--- src/rtl/core/ismx_pkg.sv ---
package ismx_pkg;
    localparam int STACK_DEPTH = 32;
    localparam int MEM_WORDS = 256;
    localparam int DATA_WIDTH = 64;
    localparam int SP_W = $clog2(STACK_DEPTH + 1);
    localparam int SA_W = $clog2(STACK_DEPTH);
    localparam int MA_W = (MEM_WORDS > 1) ? $clog2(MEM_WORDS) : 1;

    typedef enum logic [4:0] {
        ACT_PUSH = 5'd0, ACT_POP = 5'd1, ACT_TOP = 5'd2, ACT_LOAD = 5'd3,
        ACT_STORE = 5'd4, ACT_ABS = 5'd5, ACT_ADD = 5'd6, ACT_SUB = 5'd7,
        ACT_MUL = 5'd8, ACT_DIV = 5'd9, ACT_MOD = 5'd10, ACT_INC = 5'd11,
        ACT_DEC = 5'd12, ACT_NEG = 5'd13, ACT_ANALYZE = 5'd14, ACT_CMP = 5'd15,
        ACT_SWAP = 5'd16, ACT_DUP = 5'd17
    } t_action;

    localparam logic [2:0] ERR_OK = 3'd0;
    localparam logic [2:0] ERR_UNDER = 3'd1;
    localparam logic [2:0] ERR_OVER = 3'd2;
    localparam logic [2:0] ERR_DIV0 = 3'd3;
    localparam logic [2:0] ERR_ACTION = 3'd4;

    typedef struct packed {
        logic [4:0]  action;
        logic [63:0] immediate;
        logic [7:0]  mem_address;
        logic        no_flag_change;
    } t_in;

    typedef struct packed {
        logic        analyze_valid;
        logic [63:0] analyze_value;
        logic [2:0]  error_code;
        logic [5:0]  stack_depth;
    } t_out;
endpackage

--- src/rtl/core/ismx_div.sv ---
module ismx_div import ismx_pkg::*; (
    input  logic                  i_clk,
    input  logic                  i_rst_n,
    input  logic                  i_start,
    input  logic [DATA_WIDTH-1:0] i_num,
    input  logic [DATA_WIDTH-1:0] i_den,
    output logic                  o_done,
    output logic [DATA_WIDTH-1:0] o_quo,
    output logic [DATA_WIDTH-1:0] o_rem
);
    localparam int CW = $clog2(DATA_WIDTH + 1);
    logic [CW-1:0] r_cnt;
    logic [DATA_WIDTH-1:0] r_q, r_r, r_d;
    logic [DATA_WIDTH:0] w_sh, w_diff;

    assign w_sh = {r_r, r_q[DATA_WIDTH-1]};
    assign w_diff = w_sh - {1'b0, r_d};

    always_ff @(posedge i_clk) begin
        if (!i_rst_n) begin
            r_cnt <= '0;
            o_done <= 1'b0;
        end else begin
            o_done <= 1'b0;
            if (i_start) begin
                r_cnt <= CW'(DATA_WIDTH);
                r_q <= i_num;
                r_r <= '0;
                r_d <= i_den;
            end else if (r_cnt != '0) begin
                r_cnt <= r_cnt - 1'b1;
                if (!w_diff[DATA_WIDTH]) begin
                    r_r <= w_diff[DATA_WIDTH-1:0];
                    r_q <= {r_q[DATA_WIDTH-2:0], 1'b1};
                end else begin
                    r_r <= w_sh[DATA_WIDTH-1:0];
                    r_q <= {r_q[DATA_WIDTH-2:0], 1'b0};
                end
                if (r_cnt == CW'(1)) o_done <= 1'b1;
            end
        end
    end
    assign o_quo = r_q;
    assign o_rem = r_r;
endmodule

--- config.mk ---
export PLATFORM = sky130hd
export DESIGN_NAME = ismx_div
export DESIGN_NICKNAME = d
export VERILOG_FILES = /design/src/rtl/core/ismx_pkg.sv /design/src/rtl/core/ismx_div.sv
export SDC_FILE = /design/constraint.sdc
export NUM_CORES = 1
export LEC_CHECK = 0
export ABC_AREA = 1
export BUFFER_PORTS_ARGS = -buffer_cell sky130_fd_sc_hd__buf_2
export CAP_MARGIN = 25
export CORE_UTILIZATION = 30
export DETAILED_ROUTE_END_ITERATION = 7
export GPL_TIMING_DRIVEN = 0
export PLACE_DENSITY = 0.57
export SYNTH_ARGS = -nofsm -noshare
export SYNTH_HDL_FRONTEND = slang
export SYNTH_SLANG_ARGS = --single-unit
--- constraint.sdc ---
create_clock -name i_clk -period 12 [get_ports i_clk]
set_input_delay 2.4 -clock i_clk [delete_from_list [all_inputs] [get_ports i_clk]]
set_output_delay 2.4 -clock i_clk [all_outputs]
set_load 0.02 [all_outputs]
==> flow_summary.yaml, run 1 <==
worst_setup_path:
  worstReg2RegEnd: "o_rem[56]"
  critPathTopFamily: "buffers and inverters"
  r2r_start: "o_quo[63]"
  critPathBufInv: 5
  max_stage_delay_ns: 0.49
  slowest_stage: "clkbuf_1"
  reg2regPathDepth: 20
  crit_chain: "buf_2, clkbuf_1, nand2_1, o21ai_4, buf_12, buf_12, buf_12"
  critical_path_class: "input port to flop"
  cp.required_ns: 12.20
  crit_arrival_ns: 4.34
  cp-end-kind: "flop"
  crit_fanout: 27
  rrSetupSlack_ns: 8.98
  cpMostUsedCell: "buf_12"
  crit_path_start_kind: "input port"
clocking:
  cts_buffers: 17
  postCtsSetupRepairBufs: 0
  cts_tree: "done"
  clk_pin_slew_worst_paths_ns: 0.08
  cts_buffer_depth: 2
  cts_max_level: 4
  root_buffer: "clkbuf_16"
  clkLatencyLatePin_ns: 0.51
  cts_sinks: 200
  ctsHoldBuffers: 0
  post_cts_resized: 0
die:
  die_w_um: 222.1
  rows: 80
  pin_count: 260
  die-area_sq_um: 49330
  die_h_um: 222.1
  core_area_sq_um: 47750
  start_util_pct: 30.44
synthesis:
  synthArstFlopShare_pct: 0
  netlist_top_cells_area: "edfxtp_1 40%, nand2_1 24%, inv_1 11%, nor2_1 5.8%, ha_1 5.7%"
  syn_nets: 2333
  synth_edf_count: 192
  synth_cells: 2135
  yosys_warnings: 0
  yosysMostFrequentCell: "nand2_1"
  synth.cell_area_sq_um: 14530
  synth.distinct_cells: 36
  synth_top_area_cell: "edfxtp_1"
  synth_top_area_share_pct: 39.67
  synth.avg_cell_area_sq_um: 6.807
  ys.flop_type: "edfxtp_1"
  yosys-top-cells-count: "926 x nand2_1, 410 x inv_1, 224 x nor2_1, 192 x edfxtp_1, 66 x ha_1"
  ys_ff_latch: 200
  ys_seq_area_share_pct: 40.77
timing:
  hold_viol: 0
  layout_min_cycle_time_ns: 4.142
  rsz0062_at_grt: "false"
  skew_ns: 0.03071
  fin_tns_setup_ns: 0
  relSlewSlack_pct: 42.21
  setup_viol: 0
  whs_ns: 0.4839
  period_share_pct: 34.51
  slew_viol_final: 0
  timing.fmax_ghz: 0.2415
  worst_pin_slew_ns: 0.8668
drt:
  vias: 13384
  finalWirelength_mm: 48.60
  drc: 0
  first_pass_iters: 5
  drt_iter0_markers: 764
  ant_nets: 0
  viasPerCell: 4.393
  wl_per_cell_um: 15.95
worst_hold_path:
  hp-start: "r_cnt[3]"
  min_to: "r_cnt[3]"
  min_path_cells: 2
  hold_class: "flop to flop"
grt:
  grt_usage_pct: 20.24
  overflow: 0
  grt_max_degree: 65
  grt_pass1_vias: 13350
  antenna_found_initial: 8
  grt_pass1_wl_mm: 74.96
place:
  gp_congestion: 0.8902
  portBuffers: 259
  hpwl_mm: 40.75
flow_run:
  cap_violations: 0
layout:
  drive_gt1_share_pct: 15.13
  layout.nets: 2617
  diodes: 0
  fin_util_pct: 36.32
  syn2layout_area_growth_pct: 19.32
outcome:
  outcome: "complete, no violations"
power_and_ir_drop:
  powerDensity_nw_per_um2: 248.2
  leakagePower_uw: 0.009485
  peakVddDrop_mv: 0.1157
## tightest hold or removal path, delay by kind of cell, from the launching register on
kind,cells,cell delay (ns)
flip-flops,1,0.32
AO/OA/AOI/OAI,2,0.12
## stage by stage
step           instances  worst slack [ns]  instance area [sq um]  power, uW
2_1_floorplan       2135             3.269                  14530       2910
3_3_place_gp        3009            0.2286                  16600       3717
3_5_place_dp        3015             7.306                  16740       3716
4_1_cts             3047             7.870                  17340       4368
5_1_grt             3047             7.778                  17340       4702
6_report            3047             7.858                  17340       4304
## where the power goes
part           switching, uW  internal [uW]
sequential               126           1010
combinational           1730            815
clock                    301            320
total                   2160           2140
## metal layers
layer	global-route usage, %	up-vias	wire (um)
li1	-	7047	-
met1	24.86	5902	21440
met2	33.94	357	22530
met3	5.301	62	3334
met4	7.415	16	1212
met5	0	-	88
## sequential cells by signal, summed over array words and instances (netlist names)
register  flops
r_d          64
o_quo        64
o_done        1
r_cnt         7
o_rem        64
## how the worst max path moves through the flow
stage | from | to | slack (ns) | cells after the start
6_report | i_start | o_rem[18] | 7.86 | 7
3_3_place_gp | i_rst_n | o_rem[19] | 0.23 | 3
5_1_grt | i_start | o_rem[19] | 7.78 | 7
3_5_place_dp | i_start | o_rem[19] | 7.31 | 7
2_1_floorplan | i_rst_n | o_quo[0] | 3.27 | 2
4_1_cts | i_start | o_rem[18] | 7.87 | 7
## cells by family after synthesis
logic type | share of synthesized area, %
simple gates | 36.07
buf+inv | 12.37
flops | 40.77
compound gates | 2.979
fa+ha+maj | 5.820
xor+xnor | 1.989
## cell type report
type	count	area [sq um]
timing repair buffer	265	1419
clock inverter	12	158.9
tap	615	769.5
buffer	34	221.5
clock buffer	20	446.7
multi-input combinational	1481	6822
fill	5249	30400
inverter	420	1579
sequential	200	5926
## placed cells by master (no fill, tap or decap), types with 18 or more instances in the layout
cell type  instances
nand3_1           59
nor2_1           224
ha_1              66
nand2_1          926
edfxtp_1         192
a21oi_1           60
xor2_1            31
clkbuf_1          18
inv_1            409
nand2_2           25
buf_2            262
Power figures use the tool's default switching activity.
==> run 2: changes to the inputs <==
==> constraint.sdc (replaced) <==
create_clock -name i_clk -period 3.5 [get_ports i_clk]
set_input_delay 0.7 -clock i_clk [delete_from_list [all_inputs] [get_ports i_clk]]
set_output_delay 0.7 -clock i_clk [all_outputs]
set_load 0.02 [all_outputs]
==> flow_summary.yaml, run 2 (synthesis results as in run 1) <==
grt:
  antenna_found_initial: 3
  grt_max_degree: 65
  grt_usage_pct: 20.46
  grtUsageMet2_pct: 33.99
  use_met1_pct: 25.29
  met3_usage_pct: 5.327
  overflow: 0
  grt_pass1_vias: 13412
  busiest_layer: "met2"
  grt_pass1_wl_mm: 75.70
place:
  hpwl_mm: 40.63
  gp_congestion: 0.9421
  portBuffers: 259
worst_setup_path:
  crit_fanout: 10
  crit_path_start_kind: "flop"
  slowest_stage: "edfxtp_1"
  cpMostUsedCell: "nand2_1"
  worstReg2RegEnd: "o_rem[62]"
  crit_arrival_ns: 3.33
  cp-end-kind: "flop"
  critical_path_class: "flop to flop"
  reg2regPathDepth: 20
  r2r_start: "o_quo[63]"
  cp.required_ns: 3.76
  crit_chain: "inv_1, ha_1, fa_1, inv_1, nand2_1, nand2_1, nand3_1, nand2_2, nand2_1, nand2_2, nand2_2, nand2_4, nand2_4, nand2_4, nand2_2, nand2_4, buf_6, nand2_1, nand2_1, inv_1"
  rrSetupSlack_ns: 0.42
  max_stage_delay_ns: 0.44
layout:
  final_cell_mix: "926 x nand2_1, 409 x inv_1, 262 x buf_2"
  drive_gt1_share_pct: 15.17
  syn2layout_area_growth_pct: 19.52
  final_common_cell: "nand2_1"
  layout.nets: 2617
  n_fill_cell: 5203
die:
  start_util_pct: 30.44
  die_h_um: 222.1
  die_w_um: 222.1
  die-area_sq_um: 49330
  core_area_sq_um: 47750
  pin_count: 260
  rows: 80
clocking:
  cts_buffer_depth: 2
  clkLatencyLatePin_ns: 0.53
  clk_pin_slew_worst_paths_ns: 0.10
  cts_tree: "done"
  ctsHoldBuffers: 0
  post_cts_resized: 0
  cts_max_level: 4
  cts_sinks: 200
  postCtsSetupRepairBufs: 0
  cts_buffers: 17
  root_buffer: "clkbuf_16"
timing:
  fin_tns_setup_ns: 0
  hold_viol: 0
  skew_ns: 0.04468
  slew_viol_final: 0
  worst_pin_slew_ns: 0.8734
  layout_min_cycle_time_ns: 3.075
  timing.fmax_ghz: 0.3252
  whs_ns: 0.3355
  period_share_pct: 87.87
  setup_viol: 0
  rsz0062_at_grt: "false"
  relSlewSlack_pct: 41.77
worst_hold_path:
  min_path_cells: 1
  hold_class: "input port to flop"
  min_to: "r_d[11]"
  hp-start: "i_den[11]"
drt:
  viasPerCell: 4.394
  drt_iter0_markers: 803
  first_pass_iters: 7
  drc: 0
  finalWirelength_mm: 48.97
  wl_per_cell_um: 16.06
  vias: 13402
  ant_nets: 0
power_and_ir_drop:
  p_int_uw: 7256
  p_clk_share_pct: 14.3
  seqPwrFrac_pct: 26.3
  peakVddDrop_mv: 0.3471
  leakagePower_uw: 0.009497
  netSwitchingFraction_pct: 50.85
  power.switching_uw: 7507
  power_frac_comb_pct: 59.4
  powerDensity_nw_per_um2: 849.9
outcome:
  outcome: "complete, no violations"
flow_run:
  cap_violations: 0
run 2: cell types whose count changed in the layout (fill, tap and decap cells not counted):
| cell | previous run | this run |
|---|---|---|
| clkbuf_16 | 17 | 18 |
| clkinv_4 | 2 | 1 |
| clkinvlp_4 | 1 | 0 |
| buf_8 | 1 | 0 |
| diode_2 | 0 | 3 |
| bufinv_16 | 2 | 0 |
| clkbuf_1 | 18 | 17 |
| buf_12 | 4 | 3 |
| clkinv_2 | 0 | 1 |
| buf_16 | 1 | 3 |
| clkbuf_8 | 1 | 0 |
| clkinv_8 | 1 | 5 |
run 2: final cells by class:
type | instances | area (sq um) | area share, %
inverter | 420 | 1579 | 9.090
clock inverter | 13 | 152.6 | 0.8788
timing repair buffer | 265 | 1439 | 8.284
sequential | 200 | 5926 | 34.11
clock buffer | 19 | 454.2 | 2.615
tap | 615 | 769.5 | 4.430
multi-input combinational | 1481 | 6822 | 39.27
buffer | 34 | 221.5 | 1.275
antenna | 3 | 7.507 | 0.04322
run 2: routing by layer:
| layer | wire length, um | share of wire [%] | vias to the layer above |
|---|---|---|---|
| met2 | 22660 | 46 | 363 |
| li1 | - | - | 7047 |
| met4 | 1395 | 2.8 | 4 |
| met1 | 21960 | 45 | 5922 |
| met5 | 23 | 0.047 | - |
| met3 | 2937 | 6.0 | 66 |
run 2: worst max-delay path by stage:
stage	slack, ns	endpoint	from
2_1_floorplan	0.18	o_quo[0]	r_cnt[0]
3_3_place_gp	-1.05	o_rem[29]	i_rst_n
3_5_place_dp	0.41	o_rem[62]	o_quo[63]
4_1_cts	0.38	o_rem[62]	o_quo[63]
5_1_grt	0.14	o_rem[62]	o_quo[63]
6_report	0.42	o_rem[62]	o_quo[63]
run 2: critical path: cells and delay by family, from the launching register on:
| family | cells | cell delay (ns) |
|---|---|---|
| simple gates | 14 | 1.31 |
| fa+ha+maj | 2 | 0.64 |
| flops | 1 | 0.44 |
| buf+inv | 4 | 0.42 |
run 2: power groups by stage:
stage | Sequential (uW) | Clock (uW) | Combinational [uW]
2_1_floorplan | 4480 | 0 | 5450
5_1_grt | 3970 | 2260 | 9910
3_5_place_dp | 3940 | 0 | 8820
6_report | 3880 | 2110 | 8770
4_1_cts | 3900 | 2210 | 8870
3_3_place_gp | 3970 | 0 | 8710
run 2: metrics by stage:
step / util, % / worst slack [ns] / power [uW] / std cells / instance area [sq um]
3_3_place_gp: 34.79 / -1.045 / 12680 / 3009 / 16610
2_1_floorplan: - / 0.1771 / 9935 / 2135 / 14550
4_1_cts: 36.37 / 0.3796 / 14980 / 3047 / 17360
6_report: 36.38 / 0.4245 / 14760 / 3050 / 17370
3_5_place_dp: 35.09 / 0.4103 / 12760 / 3015 / 16760
5_1_grt: 36.37 / 0.1396 / 16130 / 3047 / 17360
==> run 3: changes to the inputs <==
--- a/config.mk
+++ b/config.mk
@@ -8,10 +8,10 @@
 export ABC_AREA = 1
 export BUFFER_PORTS_ARGS = -buffer_cell sky130_fd_sc_hd__buf_2
 export CAP_MARGIN = 25
-export CORE_UTILIZATION = 30
+export CORE_UTILIZATION = 52
 export DETAILED_ROUTE_END_ITERATION = 7
 export GPL_TIMING_DRIVEN = 0
-export PLACE_DENSITY = 0.57
+export PLACE_DENSITY = 0.85
 export SYNTH_ARGS = -nofsm -noshare
 export SYNTH_HDL_FRONTEND = slang
 export SYNTH_SLANG_ARGS = --single-unit
==> flow_summary.yaml, run 3 (synthesis results as in run 1) <==
layout:
  fin_area_sq_um: 17060
  final_common_cell: "nand2_1"
  final_cell_mix: "926 x nand2_1, 409 x inv_1, 262 x buf_2"
  syn2layout_area_growth_pct: 17.35
  layout.nets: 2617
  drive_gt1_share_pct: 15.21
  fin_util_pct: 62.76
  diodes: 0
drt:
  ant_nets: 0
  viasPerCell: 4.908
  drt_iter0_markers: 967
  first_pass_iters: 5
  finalWirelength_mm: 43.70
  vias: 13761
  drc: 0
  wl_per_cell_um: 15.59
timing:
  slew_viol_final: 0
  relSlewSlack_pct: 51.93
  worst_pin_slew_ns: 0.7210
  hold_viol: 0
  period_share_pct: 85.20
  rsz0062_at_grt: "false"
  skew_ns: 0.02193
  timing.fmax_ghz: 0.3353
  setup_viol: 0
  final.setup.worst_slack_ns: 0.5180
  fin_tns_setup_ns: 0
  layout_min_cycle_time_ns: 2.982
die:
  die_h_um: 169.2
  core_area_sq_um: 27180
  die_w_um: 169.2
  start_util_pct: 53.48
  pin_count: 260
  rows: 60
  die-area_sq_um: 28620
worst_setup_path:
  cp.required_ns: 3.73
  cp-end-kind: "flop"
  critical_path_class: "flop to flop"
  r2r_start: "o_quo[63]"
  crit_fanout: 10
  critical_path.startpoint: "o_quo[63]"
  crit_arrival_ns: 3.21
  timing.critical_path.to: "o_rem[56]"
  reg2regPathDepth: 20
  crit_path_start_kind: "flop"
  rrSetupSlack_ns: 0.52
  worstReg2RegEnd: "o_rem[56]"
place:
  portBuffers: 259
  hpwl_mm: 36.00
  gp_congestion: 0.9824
  dpl_worst_slack_ns: 0.5674
  dpl_cell_area_sq_um: 16410
flow_run:
  cap_violations: 0
clocking:
  cts_tree: "done"
  cts_max_level: 4
  ctsHoldBuffers: 0
  post_cts_resized: 0
  clk_pin_slew_worst_paths_ns: 0.09
  cts_buffers: 17
  postCtsSetupRepairBufs: 0
  cts_buffer_depth: 2
  cts_sinks: 200
  root_buffer: "clkbuf_16"
  clkLatencyLatePin_ns: 0.47
grt:
  antenna_found_initial: 0
  overflow: 0
  grt_pass1_wl_mm: 66.96
  grt_pass1_vias: 13117
  grt_usage_pct: 30.78
  grt_max_degree: 36
outcome:
  outcome: "complete, no violations"
power_and_ir_drop:
  finalPower_uw: 14690
  peakVddDrop_mv: 0.4459
  powerDensity_nw_per_um2: 861.3
  leakagePower_uw: 0.009493
worst_hold_path:
  hold_class: "input port to flop"
==> run 3: worst max-delay path, cell delays in order (launching register included) <==
cell and delay (ns):
edfxtp_1 0.39, inv_1 0.06, ha_1 0.23, fa_1 0.41
inv_1 0.12, nand2_1 0.06, nand2_1 0.06, nand3_1 0.08
nand2_2 0.13, nand2_1 0.07, nand2_2 0.14, nand2_2 0.08
nand2_4 0.12, nand2_4 0.08, nand2_4 0.07, nand2_2 0.06
nand2_4 0.18, buf_6 0.18, nand2_1 0.11, nand2_1 0.08
nor2_1 0.05
==> run 3: area by class of cell <==
cell class              count  area [sq um]
fillers                  2521         10120
multi-input cells        1481          6822
flip-flops and latches    200          5926
inverters                 420          1577
repair buffers            265          1419
well taps                 372         465.4
clock buffers              17         425.4
plain buffers              34         221.5
clock inverters            15         200.2
==> run 3: worst min-delay path by stage <==
stage / from / end / slack, ns / cells past startpoint
finish: i_den[13] / r_d[13] / 0.40 / 1
CTS: i_den[13] / r_d[13] / 0.39 / 1
global placement: r_cnt[3] / r_cnt[3] / 0.45 / 2
floorplan: r_cnt[3] / r_cnt[3] / 0.44 / 2
detailed placement: r_cnt[6] / r_cnt[6] / 0.48 / 2
global route: i_den[13] / r_d[13] / 0.39 / 1
==> run 3: metal layers <==
layer / global-route usage [%] / wire length [um] / vias up
met1: 37.42 / 18360 / 6167
met3: 5.340 / 2662 / 68
met4: 11.44 / 1391 / 0
met5: 0 / 0 / -
li1: - / - / 7043
met2: 54.41 / 21290 / 483
==> run 3: through the flow <==
stage | instances | hold slack, ns
finish | 2804 | 0.3995
global route | 2804 | 0.3869
CTS | 2803 | 0.3914
detailed placement | 2771 | 0.4831
global placement | 2766 | 0.4522
floorplan | 2135 | 0.4442
==> run 3: power breakdown <==
part | leakage (uW) | total, uW | internal [uW] | switching, uW
clock network | 0.000301 | 2120 | 1040 | 1080
registers | 0.00195 | 3890 | 3460 | 430
logic | 0.00724 | 8690 | 2790 | 5890
total | 0.00949 | 14700 | 7290 | 7400
